$ cat config.mk
export PLATFORM = sky130hd
export DESIGN_NAME = charlieplexed_seven_segment_driver
export DESIGN_NICKNAME = d
export VERILOG_FILES = /design/src/hdl/cssd_pkg.sv /design/src/hdl/cssd_digits.sv /design/src/hdl/charlieplexed_seven_segment_driver.sv
export VERILOG_INCLUDE_DIRS = /design/src /design/src/hdl
export SDC_FILE = /design/constraint.sdc
export NUM_CORES = 1
export LEC_CHECK = 0
export BUFFER_PORTS_ARGS = -buffer_cell sky130_fd_sc_hd__buf_4
export CORE_AREA = 10 10 89 91
export CTS_CLUSTER_DIAMETER = 100
export CTS_CLUSTER_SIZE = 20
export DETAILED_ROUTE_END_ITERATION = 8
export DIE_AREA = 0 0 99 101
export PLACE_DENSITY = 0.84
export REMOVE_ABC_BUFFERS = 1
export SYNTH_ARGS = -nofsm -noshare
export SYNTH_HDL_FRONTEND = slang
export SYNTH_HIERARCHICAL = 1
export SYNTH_SLANG_ARGS = --single-unit
export TNS_END_PERCENT = 20
$ cat constraint.sdc
create_clock -name clk -period 12.6 [get_ports clk]
set_input_delay 2.52 -clock clk [delete_from_list [all_inputs] [get_ports clk]]
set_output_delay 2.52 -clock clk [all_outputs]
set_load 0.01 [all_outputs]
$ cat src/hdl/charlieplexed_seven_segment_driver_macros.svh
// ---------------------------------------------------------------------------
// Assertion macros for the charlieplexed seven-segment driver
// Clocked on clk; the disabled forms are muted while rst_n is low.
// ---------------------------------------------------------------------------
`ifndef CHARLIEPLEXED_SEVEN_SEGMENT_DRIVER_MACROS_SVH
`define CHARLIEPLEXED_SEVEN_SEGMENT_DRIVER_MACROS_SVH

`ifndef ASSERT_OFF
`define CSSD_ASSERT(label, prop) \
  label: assert property (@(posedge clk) disable iff (!rst_n) prop) \
    else $error("cssd assertion failed");
`define CSSD_ASSERT_IMPL(label, pre, post) \
  label: assert property (@(posedge clk) disable iff (!rst_n) (pre) |-> (post)) \
    else $error("cssd assertion failed");
`else
`define CSSD_ASSERT(label, prop)
`define CSSD_ASSERT_IMPL(label, pre, post)
`endif

`endif

$ cat src/hdl/cssd_pkg.sv
// ---------------------------------------------------------------------------
// cssd_pkg
// Shared types, codes and segment patterns for the seven-segment driver.
// ---------------------------------------------------------------------------
package cssd_pkg;

  typedef enum logic [1:0] {
    FUNC_SHOW = 2'd0,
    FUNC_ALL  = 2'd1,
    FUNC_TICK = 2'd2
  } func_t;

  localparam logic [2:0] PHASE_LAST = 3'd4;

  localparam logic [4:0] PIN_A = 5'b00001;
  localparam logic [4:0] PIN_B = 5'b00010;
  localparam logic [4:0] PIN_C = 5'b00100;
  localparam logic [4:0] PIN_D = 5'b01000;
  localparam logic [4:0] PIN_E = 5'b10000;

  localparam logic [7:0] HUNDRED     = 8'd100;
  localparam logic [7:0] TWO_HUNDRED = 8'd200;

  typedef struct packed {
    logic [5:0] extra;
    logic [6:0] units;
    logic [6:0] tens;
  } seg_set_t;

  function automatic logic [6:0] digit_pattern(input logic [3:0] d);
    logic [6:0] p;
    case (d)
      4'd0:    p = 7'h3F;
      4'd1:    p = 7'h06;
      4'd2:    p = 7'h5B;
      4'd3:    p = 7'h4F;
      4'd4:    p = 7'h66;
      4'd5:    p = 7'h6D;
      4'd6:    p = 7'h7D;
      4'd7:    p = 7'h07;
      4'd8:    p = 7'h7F;
      4'd9:    p = 7'h6F;
      default: p = 7'h00;
    endcase
    return p;
  endfunction

endpackage

$ cat src/hdl/cssd_digits.sv
// ---------------------------------------------------------------------------
// cssd_digits
// Split a number into hundreds, tens and units and build segment patterns.
// ---------------------------------------------------------------------------
module cssd_digits
  import cssd_pkg::*;
(
  input  logic [7:0] number,
  input  logic [3:0] icons,
  output seg_set_t   segs
);

  logic        hund_one;
  logic [6:0]  rem;
  logic [14:0] tens_prod;
  logic [3:0]  tens;
  logic [6:0]  tens_x10;
  logic [3:0]  units;
  logic [7:0]  rem_full;

  always_comb begin
    hund_one = (number >= HUNDRED) && (number < TWO_HUNDRED);
    if (number >= TWO_HUNDRED) begin
      rem_full = number - TWO_HUNDRED;
    end else if (number >= HUNDRED) begin
      rem_full = number - HUNDRED;
    end else begin
      rem_full = number;
    end
    rem       = rem_full[6:0];
    // divide by ten: multiply by 205, drop 11 bits (exact below 100)
    tens_prod = 15'(rem) * 15'd205;
    tens      = tens_prod[14:11];
    tens_x10  = {tens, 3'b000} + {2'b00, tens, 1'b0};
    units     = 4'(rem - tens_x10);

    if (hund_one) begin
      segs.tens  = digit_pattern(4'd0);
      segs.units = digit_pattern(4'd0);
      segs.extra = {icons, 2'b11};
    end else begin
      segs.tens  = digit_pattern(tens);
      segs.units = digit_pattern(units);
      segs.extra = {icons, 2'b00};
    end
  end

endmodule

$ cat src/hdl/charlieplexed_seven_segment_driver.sv
// ---------------------------------------------------------------------------
// charlieplexed_seven_segment_driver: five-pin scan of a 2.5 digit display
// One beat per cycle unless a tick waits behind a result that is not yet taken.
// Input register, then decode and scan select into the state and result regs.
// Synchronous active-low reset clears segments, scan phase and valids.
// ---------------------------------------------------------------------------
`include "charlieplexed_seven_segment_driver_macros.svh"

module charlieplexed_seven_segment_driver
  import cssd_pkg::*;
(
  input  logic       clk,
  input  logic       rst_n,
  input  logic       in_valid,
  output logic       in_ready,
  input  logic [1:0] in_func,
  input  logic [7:0] in_number,
  input  logic [3:0] in_icons,
  input  logic       in_all_on,
  output logic       out_valid,
  input  logic       out_ready,
  output logic [4:0] out_pin_drive,
  output logic [4:0] out_pin_high,
  output logic [2:0] out_phase
);

  logic       s1_valid_r, s1_valid_nxt;
  logic [1:0] s1_func_r;
  logic [7:0] s1_number_r;
  logic [3:0] s1_icons_r;
  logic       s1_all_on_r;

  logic [6:0] tens_r, tens_nxt;
  logic [6:0] units_r, units_nxt;
  logic [5:0] extra_r, extra_nxt;
  logic [2:0] scan_phase_r, scan_phase_nxt;

  logic       out_valid_r, out_valid_nxt;
  logic [4:0] out_pin_drive_r, out_pin_drive_nxt;
  logic [4:0] out_pin_high_r, out_pin_high_nxt;
  logic [2:0] out_phase_r;

  logic       s1_is_tick;
  logic       s1_adv;
  logic       in_acc;
  seg_set_t   show_segs;

  cssd_digits u_digits (
    .number (s1_number_r),
    .icons  (s1_icons_r),
    .segs   (show_segs)
  );

  assign s1_is_tick = (s1_func_r == FUNC_TICK);
  assign s1_adv     = s1_valid_r && !(s1_is_tick && out_valid_r && !out_ready);
  assign in_ready   = !s1_valid_r || s1_adv;
  assign in_acc     = in_valid && in_ready;

  always_comb begin
    s1_valid_nxt = s1_valid_r;
    if (in_acc) begin
      s1_valid_nxt = 1'b1;
    end else if (s1_adv) begin
      s1_valid_nxt = 1'b0;
    end
  end

  // state update and scan select
  always_comb begin
    tens_nxt          = tens_r;
    units_nxt         = units_r;
    extra_nxt         = extra_r;
    scan_phase_nxt    = scan_phase_r;
    out_pin_drive_nxt = 5'd0;
    out_pin_high_nxt  = 5'd0;

    case (scan_phase_r)
      3'd0: begin
        if (tens_r[0]) out_pin_drive_nxt = out_pin_drive_nxt | PIN_B;
        if (tens_r[1]) out_pin_drive_nxt = out_pin_drive_nxt | PIN_D;
        if (tens_r[2]) out_pin_drive_nxt = out_pin_drive_nxt | PIN_E;
        if (tens_r[5]) out_pin_drive_nxt = out_pin_drive_nxt | PIN_C;
        out_pin_drive_nxt = out_pin_drive_nxt | PIN_A;
        out_pin_high_nxt  = PIN_A;
      end
      3'd1: begin
        if (units_r[0]) out_pin_drive_nxt = out_pin_drive_nxt | PIN_C;
        if (units_r[3]) out_pin_drive_nxt = out_pin_drive_nxt | PIN_E;
        if (units_r[4]) out_pin_drive_nxt = out_pin_drive_nxt | PIN_A;
        if (units_r[5]) out_pin_drive_nxt = out_pin_drive_nxt | PIN_D;
        out_pin_drive_nxt = out_pin_drive_nxt | PIN_B;
        out_pin_high_nxt  = PIN_B;
      end
      3'd2: begin
        if (extra_r[0]) out_pin_drive_nxt = out_pin_drive_nxt | PIN_D;
        if (tens_r[4])  out_pin_drive_nxt = out_pin_drive_nxt | PIN_A;
        if (units_r[1]) out_pin_drive_nxt = out_pin_drive_nxt | PIN_B;
        if (extra_r[2]) out_pin_drive_nxt = out_pin_drive_nxt | PIN_E;
        out_pin_drive_nxt = out_pin_drive_nxt | PIN_C;
        out_pin_high_nxt  = PIN_C;
      end
      3'd3: begin
        if (extra_r[1]) out_pin_drive_nxt = out_pin_drive_nxt | PIN_C;
        if (tens_r[6])  out_pin_drive_nxt = out_pin_drive_nxt | PIN_A;
        if (units_r[6]) out_pin_drive_nxt = out_pin_drive_nxt | PIN_B;
        if (extra_r[5]) out_pin_drive_nxt = out_pin_drive_nxt | PIN_E;
        out_pin_drive_nxt = out_pin_drive_nxt | PIN_D;
        out_pin_high_nxt  = PIN_D;
      end
      3'd4: begin
        if (tens_r[3])  out_pin_drive_nxt = out_pin_drive_nxt | PIN_A;
        if (units_r[2]) out_pin_drive_nxt = out_pin_drive_nxt | PIN_B;
        if (extra_r[3]) out_pin_drive_nxt = out_pin_drive_nxt | PIN_C;
        if (extra_r[4]) out_pin_drive_nxt = out_pin_drive_nxt | PIN_D;
        out_pin_drive_nxt = out_pin_drive_nxt | PIN_E;
        out_pin_high_nxt  = PIN_E;
      end
      default: begin
        out_pin_drive_nxt = 5'd0;
        out_pin_high_nxt  = 5'd0;
      end
    endcase

    if (s1_adv) begin
      case (s1_func_r)
        FUNC_SHOW: begin
          tens_nxt  = show_segs.tens;
          units_nxt = show_segs.units;
          extra_nxt = show_segs.extra;
        end
        FUNC_ALL: begin
          tens_nxt  = {7{s1_all_on_r}};
          units_nxt = {7{s1_all_on_r}};
          extra_nxt = {6{s1_all_on_r}};
        end
        FUNC_TICK: begin
          scan_phase_nxt = (scan_phase_r >= PHASE_LAST) ? 3'd0 : scan_phase_r + 3'd1;
        end
        default: begin
          scan_phase_nxt = scan_phase_r;
        end
      endcase
    end
  end

  always_comb begin
    out_valid_nxt = out_valid_r;
    if (s1_adv && s1_is_tick) begin
      out_valid_nxt = 1'b1;
    end else if (out_ready) begin
      out_valid_nxt = 1'b0;
    end
  end

  always_ff @(posedge clk) begin
    if (!rst_n) begin
      s1_valid_r   <= 1'b0;
      out_valid_r  <= 1'b0;
      tens_r       <= 7'd0;
      units_r      <= 7'd0;
      extra_r      <= 6'd0;
      scan_phase_r <= 3'd0;
    end else begin
      s1_valid_r   <= s1_valid_nxt;
      out_valid_r  <= out_valid_nxt;
      tens_r       <= tens_nxt;
      units_r      <= units_nxt;
      extra_r      <= extra_nxt;
      scan_phase_r <= scan_phase_nxt;
    end
  end

  always_ff @(posedge clk) begin
    if (in_acc) begin
      s1_func_r   <= in_func;
      s1_number_r <= in_number;
      s1_icons_r  <= in_icons;
      s1_all_on_r <= in_all_on;
    end
    if (s1_adv && s1_is_tick) begin
      out_pin_drive_r <= out_pin_drive_nxt;
      out_pin_high_r  <= out_pin_high_nxt;
      out_phase_r     <= scan_phase_r;
    end
  end

  assign out_valid     = out_valid_r;
  assign out_pin_drive = out_pin_drive_r;
  assign out_pin_high  = out_pin_high_r;
  assign out_phase     = out_phase_r;

  `CSSD_ASSERT(a_phase_range, scan_phase_r <= PHASE_LAST)
  `CSSD_ASSERT_IMPL(a_tick_result, s1_adv && s1_is_tick,
                    ##1 (out_valid_r && out_phase_r == $past(scan_phase_r)))
  `CSSD_ASSERT_IMPL(a_one_high, out_valid_r, $onehot(out_pin_high_r))
  `CSSD_ASSERT_IMPL(a_high_driven, out_valid_r, (out_pin_high_r & ~out_pin_drive_r) == 5'd0)

endmodule

==> impl_metrics.tcl, run 1 <==
set metrics [dict create \
    die-area_mm2 0.0100 \
    fin_crit_sh 0.588 \
    async_reset_ff_frac 0 \
    worst_pin_slew_ns 1.23 \
    wl_per_cell_um 16.1 \
    worst-setup-path-type "flip-flop to flip-flop" \
    hold_violations 0 \
    hold_end "units_r[0]" \
    whs_path_depth 2 \
    drc_errors 0 \
    num_io_pins 34 \
    whs_ns 0.555 \
    cts_sinks 53 \
    grt-ovfl-total 0 \
    syn_avg_cell_area_um2 9.94 \
    routed_wl_um 7910 \
    ff2ff_path_depth 30 \
    dieWidth_um 99 \
    start_util 0.628 \
    finClkSkew_ns 0.00960 \
    r2r-start "s1_number_r[3]" \
    antenna_left 0 \
    grt_pass1_wl_um 13300 \
    grt_max_degree 41 \
    final.min_clock_period_ns 7.40 \
    setup-violations-final 0 \
    diodes 0 \
    yosys_warnings 6 \
    io_buffers 33 \
    dp_hpwl_um 6300 \
    layout.nets 498 \
    worstPathArrival_ns 7.55 \
    yosysUniqueCellTypes 66 \
    slowest_stage "edfxtp_1" \
    htreeDepth 2 \
    vias_per_cell 5.92 \
    layout-drive-gt1-share 0.136 \
    regToRegSetupSlack_ns 5.20 \
    insertion_delay_ns 0.30 \
    syn2layout_area_growth_pct 8.99 \
    startpoint_type "flip-flop" \
    hold_start "units_r[0]" \
    drtIter0Drc 143 \
    root_buffer "clkbuf_8" \
    ys_ff_latch 53 \
    cts_tree "yes" \
    cts_inserted_buffers 5 \
    ys_seq_area_frac 0.344 \
    cts_resized 0 \
    synth_edf_count 28 \
    final_cell_mix "ha_1 (59), a21oi_1 (53), buf_4 (33), inv_1 (30)" \
    ys.flop_type "edfxtp_1" \
    vdd_ir_drop_max_mv 0.152 \
    finalSetupTns_ns 0 \
    worstSetupEndpointType "flip-flop" \
    row_count 29 \
    fp.dieH_um 101 \
    grt_util_all_layers 0.155 \
    worstPathRequired_ns 12.74 \
    max_cap_viol_count 0 \
    coreArea_mm2 0.00620 \
    fin_ws_ns 5.20 \
    syn_inst 392 \
    dr_total_vias 2903 \
    slew_headroom 0.182 \
    hp-class "flip-flop to flip-flop" \
    firstDrtPassIters 4 \
    fillCellCount 476 \
    grt_pass1_vias 2940 \
    power.density_mw_per_mm2 212 \
    syn_area_mm2 0.00389 \
    maxSlewViolCount 0 \
    status "finished, final reports clean" \
    fmax_mhz 135 \
    r2r-end "units_r[5]" \
    slowest_delay_ns 0.50 \
    pre_cts_ws_ns 5.26 \
    clk_pin_slew_ns 0.10 \
    critical_path_peak_fanout 8 \
    cts_setup_buffers 0 \
    cpMostUsedCell "ha_1" \
    rsz0062_at_grt "no" \
    p_leak_nw 1.88 \
    clk_path_buf_depth 2 \
    gp_congestion 0.858 \
    cts_hold_buf 0 \
    final_common_cell "ha_1" \
    grt_antenna_before_repair 0 \
]
layer usage:
metal	track usage	vias to the layer above	routed length (um)
met3	0.0329	25	391
met2	0.290	81	4140
li1	-	1444	-
met1	0.167	1353	3130
met4	0.0573	0	250
met5	0	-	0
power by group:
| part | switching, mW | internal [mW] | leakage, nW |
|---|---|---|---|
| Clock | 0.0546 | 0.0596 | 0.0585 |
| Sequential | 0.00674 | 0.190 | 0.473 |
| Combinational | 0.340 | 0.248 | 1.34 |
| Total | 0.401 | 0.498 | 1.88 |
cells by family after synthesis:
logic type | after synthesis | synth area share
adder cells (fa/ha/maj) | 67 | 0.231
multiplexers | 4 | 0.0106
AND/OR/NAND/NOR | 72 | 0.102
buffers and inverters | 51 | 0.0572
XOR/XNOR | 17 | 0.0440
flip-flops | 53 | 0.344
AO/OA/AOI/OAI | 128 | 0.211
sequential cells by signal (all words and copies together), names as in the netlist:
name           flops
extra_r            6
out_phase          3
out_pin_drive      5
out_pin_high       5
out_valid          1
s1_all_on_r        1
s1_func_r          2
s1_icons_r         4
s1_number_r        8
s1_valid_r         1
scan_phase_r       3
tens_r             7
units_r            7
layout make-up:
class / instances / area (um^2) / area share
Tap cell: 77 / 96.3 / 0.0227
Sequential cell: 53 / 1340 / 0.316
Timing Repair Buffer: 33 / 248 / 0.0584
Clock buffer: 5 / 68.8 / 0.0162
Inverter: 31 / 116 / 0.0274
Clock inverter: 3 / 43.8 / 0.0103
Multi-Input combinational cell: 288 / 2330 / 0.549
how the worst max path moves through the flow:
stage	from	endpoint
3_5_place_dp	s1_number_r[3]	units_r[5]
2_1_floorplan	s1_number_r[3]	units_r[4]
5_1_grt	s1_number_r[3]	units_r[5]
4_1_cts	s1_number_r[3]	units_r[5]
6_report	s1_number_r[3]	units_r[5]
3_3_place_gp	s1_number_r[0]	units_r[4]
per-stage QoR:
step | power, mW | cells | instance area (um^2) | utilization
floorplan | 0.668 | 372 | 3790 | -
global route | 0.992 | 490 | 4250 | 0.684
finish | 0.899 | 490 | 4250 | 0.684
CTS | 0.900 | 490 | 4250 | 0.684
global placement | 0.753 | 482 | 4130 | 0.666
detailed placement | 0.781 | 482 | 4130 | 0.666
cell usage after synthesis, types with 8 or more instances:
cell type | number | area share
clkbuf_1 | 12 | 0.012
fa_1 | 8 | 0.041
ha_1 | 59 | 0.19
edfxtp_1 | 28 | 0.22
nand2_1 | 13 | 0.013
dfxtp_1 | 25 | 0.13
a21oi_1 | 53 | 0.068
nor2_1 | 19 | 0.018
and2_1 | 8 | 0.013
xnor2_1 | 11 | 0.025
o21ai_0 | 28 | 0.036
inv_1 | 30 | 0.029
worst max-delay path: cells and delay by family (launching register included):
| family | cells | cell delay [ns] |
|---|---|---|
| AOI/OAI and AO/OA | 7 | 1.37 |
| xor gates and xnor gates | 3 | 1.02 |
| adders and majority gates | 7 | 2.49 |
| buffers and inverters | 3 | 0.25 |
| DFF | 1 | 0.50 |
| muxes | 1 | 0.10 |
| and+or+nand+nor | 9 | 1.52 |
Note: power is estimated with default switching activity, not from simulation.
==> run 2: changes to the inputs <==
--- a/config.mk
+++ b/config.mk
@@ -7,12 +7,12 @@
 export NUM_CORES = 1
 export LEC_CHECK = 0
 export BUFFER_PORTS_ARGS = -buffer_cell sky130_fd_sc_hd__buf_4
-export CORE_AREA = 10 10 89 91
+export CORE_AREA = 10 10 96 98
 export CTS_CLUSTER_DIAMETER = 100
 export CTS_CLUSTER_SIZE = 20
 export DETAILED_ROUTE_END_ITERATION = 8
-export DIE_AREA = 0 0 99 101
-export PLACE_DENSITY = 0.84
+export DIE_AREA = 0 0 106 108
+export PLACE_DENSITY = 0.75
 export REMOVE_ABC_BUFFERS = 1
 export SYNTH_ARGS = -nofsm -noshare
 export SYNTH_HDL_FRONTEND = slang
==> constraint.sdc (replaced) <==
create_clock -name clk -period 6.4 [get_ports clk]
set_input_delay 1.28 -clock clk [delete_from_list [all_inputs] [get_ports clk]]
set_output_delay 1.28 -clock clk [all_outputs]
set_load 0.01 [all_outputs]
==> run 2 against run 1 <==
Hold slack worse by 0.011 ns. Critical endpoint is now units_r[2]. Clock power up 61%. Largest cell class unchanged. Cell count up 12%. Clock-buffer cell count up 1. Design area up 9.4%. Power up 120%. Sequential power up 96%. Flip-flop and latch count unchanged. Routed wire length up 6.7%.
==> impl_metrics.tcl, run 2 (same netlist as run 1, synthesis figures left out) <==
set metrics [dict create \
    max_cap_viol_count 0 \
    worstPathRequired_ns 6.55 \
    status "finished, final reports clean" \
    r2r-end "units_r[2]" \
    hold_violations 0 \
    cp_num_buf_inv 4 \
    hold_start "s1_icons_r[3]" \
    combPwrFrac 0.707 \
    pre_cts_ws_ns -0.167 \
    root_buffer "clkbuf_8" \
    fmax_mhz 157 \
    p_switching_mw 0.851 \
    grt_util_all_layers 0.142 \
    maxSlewViolCount 0 \
    firstDrtPassIters 5 \
    finalSetupTns_ns 0 \
    critical_path_peak_fanout 6 \
    rsz0062_at_grt "yes" \
    r2r-start "s1_number_r[2]" \
    grt-ovfl-total 0 \
    dieWidth_um 106 \
    vias_per_cell 5.52 \
    fin_crit_sh 0.995 \
    cpLargestDelayFamily "adder cells" \
    top_regs "s1_number_r (8), tens_r (7), units_r (7)" \
    power.share.clock 0.095 \
    intPower_mw 1.10 \
    cts_inserted_buffers 5 \
    largest_reg_flops 8 \
    wl_per_cell_um 15.4 \
    row_count 32 \
    num_io_pins 34 \
    dp_hpwl_um 6380 \
    start_util 0.523 \
    ff2ff_path_depth 31 \
    coreArea_mm2 0.00745 \
    fin_ws_ns 0.0298 \
    largest-register "s1_number_r" \
    cpMostUsedCell "ha_1" \
    vdd_ir_drop_max_mv 0.303 \
    drc_errors 0 \
    finClkSkew_ns 0.00983 \
    fp.dieH_um 108 \
    io_buffers 33 \
    clk_pin_slew_ns 0.09 \
    grt_antenna_before_repair 0 \
    die-area_mm2 0.0114 \
    layout-drive-gt1-share 0.248 \
    setup-violations-final 0 \
    grt_pass1_vias 3035 \
    slowest_delay_ns 0.50 \
    htreeDepth 2 \
    power.density_mw_per_mm2 420 \
    worstSetupEndpointType "flip-flop" \
    startpoint_type "flip-flop" \
    insertion_delay_ns 0.30 \
    slew_headroom 0.310 \
    hp-class "flip-flop to flip-flop" \
    switching_share 0.437 \
    final_cell_mix "buf_4 (67), a21oi_1 (52), ha_1 (52)" \
    grt_pass1_wl_um 13700 \
    gp_congestion 0.853 \
    cp.depth 31 \
    worst_pin_slew_ns 1.03 \
    p_leak_nw 2.05 \
    cts_sinks 53 \
    layout.nets 532 \
    diodes 0 \
    syn2layout_area_growth_pct 19.2 \
    clk_path_buf_depth 2 \
    regToRegSetupSlack_ns 0.03 \
    final.min_clock_period_ns 6.37 \
    antenna_left 0 \
    slowest_stage "fa_1" \
    routed_wl_um 8440 \
    worst-setup-path-type "flip-flop to flip-flop" \
    final_common_cell "buf_4" \
    p_seq_frac 0.198 \
    dr_total_vias 3033 \
    worstPathArrival_ns 6.52 \
    drtIter0Drc 196 \
    cts_tree "yes" \
    hold_end "extra_r[5]" \
    grt_max_degree 41 \
    whs_path_depth 2 \
]
## run 2: changes by cell type in the layout (fill, tap and decap cells not counted), sizes merged
| cell | previous run | this run |
|---|---|---|
| clkbuf | 5 | 6 |
| clkinvlp | 0 | 1 |
| bufinv | 1 | 0 |
| buf | 33 | 67 |
| clkinv | 1 | 0 |
## run 2: timing repair
item / in CTS / in global routing
setup endpoints to repair: 7 / 8
hold buffers: 0 / 0
setup buffers: 1 / 13
resized for setup: 4 / 22
pin swaps: 3 / 22
endpoints found under the hold margin: 0 / 0
## run 2: per-stage QoR
stage,hold slack (ns),utilization,power [mW],instances,area (um^2)
CTS,0.545,0.594,1.83,536,4430
finish,0.544,0.623,1.95,549,4640
global route,0.566,0.623,2.14,549,4640
floorplan,0.494,-,1.31,372,3790
detailed placement,0.530,0.579,1.60,527,4310
global placement,0.523,0.579,1.55,527,4310
## run 2: tightest hold or removal path: stages, from the launching register on
cell      delay [ns]
edfxtp_1        0.33
a21oi_1         0.06
a21oi_1         0.12
## run 2: power groups by stage
| stage | clock (mW) | sequential, mW | combinational (mW) |
|---|---|---|---|
| 6_report | 0.184 | 0.386 | 1.38 |
| 5_1_grt | 0.203 | 0.388 | 1.55 |
| 4_1_cts | 0.188 | 0.385 | 1.26 |
| 3_5_place_dp | 0 | 0.393 | 1.20 |
| 3_3_place_gp | 0 | 0.392 | 1.16 |
| 2_1_floorplan | 0 | 0.392 | 0.923 |
## run 2: layout make-up
type,instances,area [um^2]
inverters,31,116
clock inverters,2,13.8
clock buffers,6,72.6
flip-flops and latches,53,1340
multi-input cells,288,2470
well taps,102,128
repair buffers,67,503
fillers,600,2800
## run 2: layer usage
layer | global-route usage | part of all wire | up-vias | wire (um)
met4 | 0.0464 | 0.016 | 0 | 131
met5 | 0 | 0 | - | 0
met1 | 0.157 | 0.40 | 1440 | 3420
met3 | 0.0286 | 0.046 | 13 | 391
met2 | 0.265 | 0.53 | 74 | 4500
li1 | - | - | 1506 | -
## run 2: how the worst max path moves through the flow
stage	startpoint	end	slack, ns
2_1_floorplan	s1_number_r[3]	units_r[4]	-0.31
3_3_place_gp	s1_number_r[2]	units_r[4]	0.09
3_5_place_dp	s1_number_r[3]	units_r[5]	-0.17
4_1_cts	s1_number_r[2]	units_r[4]	0.04
5_1_grt	s1_number_r[3]	units_r[5]	-0.24
6_report	s1_number_r[2]	units_r[2]	0.03
==> run 3: changes to the inputs <==
==> constraint.sdc (replaced) <==
create_clock -name clk -period 5.5 [get_ports clk]
set_input_delay 1.1 -clock clk [delete_from_list [all_inputs] [get_ports clk]]
set_output_delay 1.1 -clock clk [all_outputs]
set_load 0.01 [all_outputs]
==> run 3 against run 2 <==
The flow now finishes with violations (negative setup slack). Setup slack worse by 0.92 ns. Die area is the same. Clock power up 16%. Combinational power up 36%. Global-route usage grew 0.70 points. Sequential share of layout area fell by 2.3 points.
==> impl_metrics.tcl, run 3 (same netlist as run 1, synthesis figures left out) <==
set metrics [dict create \
    status "finished with violations" \
    violations "negative setup slack" \
    cpMostUsedCell "ha_4" \
    largest-register "s1_number_r" \
    fin_ws_ns -0.887 \
    die-area_mm2 0.0114 \
    clk_path_buf_depth 2 \
    root_buffer "clkbuf_8" \
    worst_pin_slew_ns 1.03 \
    p_leak_nw 2.27 \
    cts_inserted_buffers 5 \
    final_core_util 0.676 \
    r2r-end "units_r[4]" \
    fp.dieH_um 108 \
    vias_per_cell 5.46 \
    finalSetupTns_ns -9.66 \
    regToRegSetupSlack_ns -0.89 \
    layout.nets 574 \
    grt-ovfl-total 0 \
    r2r-start "s1_number_r[2]" \
    slowest_delay_ns 0.49 \
    whs_path_depth 2 \
    htreeDepth 2 \
    critical_path_peak_fanout 7 \
    final.min_clock_period_ns 6.39 \
    wl_per_cell_um 15.6 \
    maxSlewViolCount 0 \
    use_met3 0.0321 \
    grt_max_degree 41 \
    drc_errors 0 \
    io_buffers 33 \
    syn2layout_area_growth_pct 29.3 \
    gp_congestion 0.863 \
    final_common_cell "buf_4" \
    cts_hold_buf 0 \
    diodes 0 \
    worst-setup-path-type "flip-flop to flip-flop" \
    seqCellArea_mm2 0.00134 \
    dp_hpwl_um 6610 \
    drtIter0Drc 128 \
    coreArea_mm2 0.00745 \
    hold_start "s1_icons_r[3]" \
    num_io_pins 34 \
    cts_tree "yes" \
    grt_util_all_layers 0.149 \
    insertion_delay_ns 0.30 \
    routed_wl_um 9250 \
    vdd_ir_drop_max_mv 0.306 \
    met2_usage 0.286 \
    largest_reg_flops 8 \
    finClkSkew_ns 0.00934 \
    hold_violations 0 \
    power.density_mw_per_mm2 504 \
    row_count 32 \
    grt.busiest_layer "met2" \
    startpoint_type "flip-flop" \
    fillCellCount 585 \
    design_area_mm2 0.00504 \
    final_cell_mix "buf_4 (107), ha_1 (50), a21oi_1 (48), edfxtp_1 (28), o21ai_0 (26)" \
    worstPathArrival_ns 6.54 \
    top_regs "s1_number_r (8), tens_r (7), units_r (7)" \
    max_cap_viol_count 0 \
    firstDrtPassIters 4 \
    hp-class "flip-flop to flip-flop" \
    setup-violations-final 14 \
    dr_total_vias 3229 \
    multi_input_area_mm2 0.00254 \
    ff2ff_path_depth 30 \
    dieWidth_um 106 \
    grt_util_met1 0.159 \
    grt_antenna_before_repair 0 \
    antenna_left 0 \
    hold_end "extra_r[5]" \
    dpl_cell_area_mm2 0.00458 \
    layout-drive-gt1-share 0.350 \
    grt_pass1_vias 3197 \
    slowest_stage "fa_1" \
    slew_headroom 0.313 \
    whs_ns 0.550 \
    fin_crit_sh 1.16 \
    grt_pass1_wl_um 14400 \
    worstPathRequired_ns 5.65 \
    clk_pin_slew_ns 0.10 \
    cts_sinks 53 \
    start_util 0.523 \
    rsz0062_at_grt "yes" \
    worstSetupEndpointType "flip-flop" \
    fmax_mhz 157 \
]
[run 3: cell count changes in the layout (fill, tap and decap cells not counted), sizes merged]
| cell | delta |
|---|---|
| clkinv | +1 |
| clkinvlp | -1 |
| buf | +42 |
[run 3: where the power goes]
part	switching (mW)	total, mW	internal, mW
Sequential	0.0125	0.448	0.436
Combinational	0.913	1.88	0.966
Clock	0.123	0.214	0.0910
[run 3: routing by layer]
layer	routed length [um]	part of all wire
met1	3580	0.39
met2	5050	0.55
met3	358	0.039
met4	261	0.028
met5	0	0
[run 3: timing repair]
| action | CTS | global route |
|---|---|---|
| setup endpoints to repair | 14 | 14 |
| gates resized for setup | 37 | 13 |
| buffers inserted | 10 | 11 |
| pin swaps | 20 | 19 |
[run 3: worst max path at each step]
stage | from | cells past startpoint | slack [ns] | to
final | s1_number_r[2] | 30 | -0.89 | units_r[4]
after global placement | s1_number_r[2] | 28 | -0.77 | units_r[3]
after global routing | s1_number_r[3] | 31 | -1.15 | units_r[1]
after CTS | s1_number_r[2] | 29 | -0.72 | units_r[3]
after floorplan | s1_number_r[3] | 29 | -1.21 | units_r[4]
after detailed placement | s1_number_r[2] | 30 | -1.00 | units_r[3]
[run 3: final cells by class]
class                           count  share of cell area
Sequential cell                    53               0.266
Clock buffer                        6              0.0144
Timing Repair Buffer              109               0.164
Tap cell                          102              0.0253
Inverter                           31              0.0231
Multi-Input combinational cell    288               0.504
Clock inverter                      2             0.00273
[run 3: metrics by stage]
step | std cells | total power [mW] | setup WS, ns
2_1_floorplan | 372 | 1.53 | -1.21
3_3_place_gp | 562 | 2.06 | -0.775
3_5_place_dp | 562 | 2.12 | -1.00
4_1_cts | 580 | 2.49 | -0.721
5_1_grt | 591 | 2.80 | -1.15
6_report | 591 | 2.54 | -0.887
[run 3: critical path: cells and delay by family (launching register included)]
family	cells	cell delay [ns]
simple gates	8	1.07
fa+ha+maj	7	1.93
buf+inv	4	0.43
mux	1	0.14
compound gates	7	1.56
flops	1	0.43
xor+xnor	3	0.64
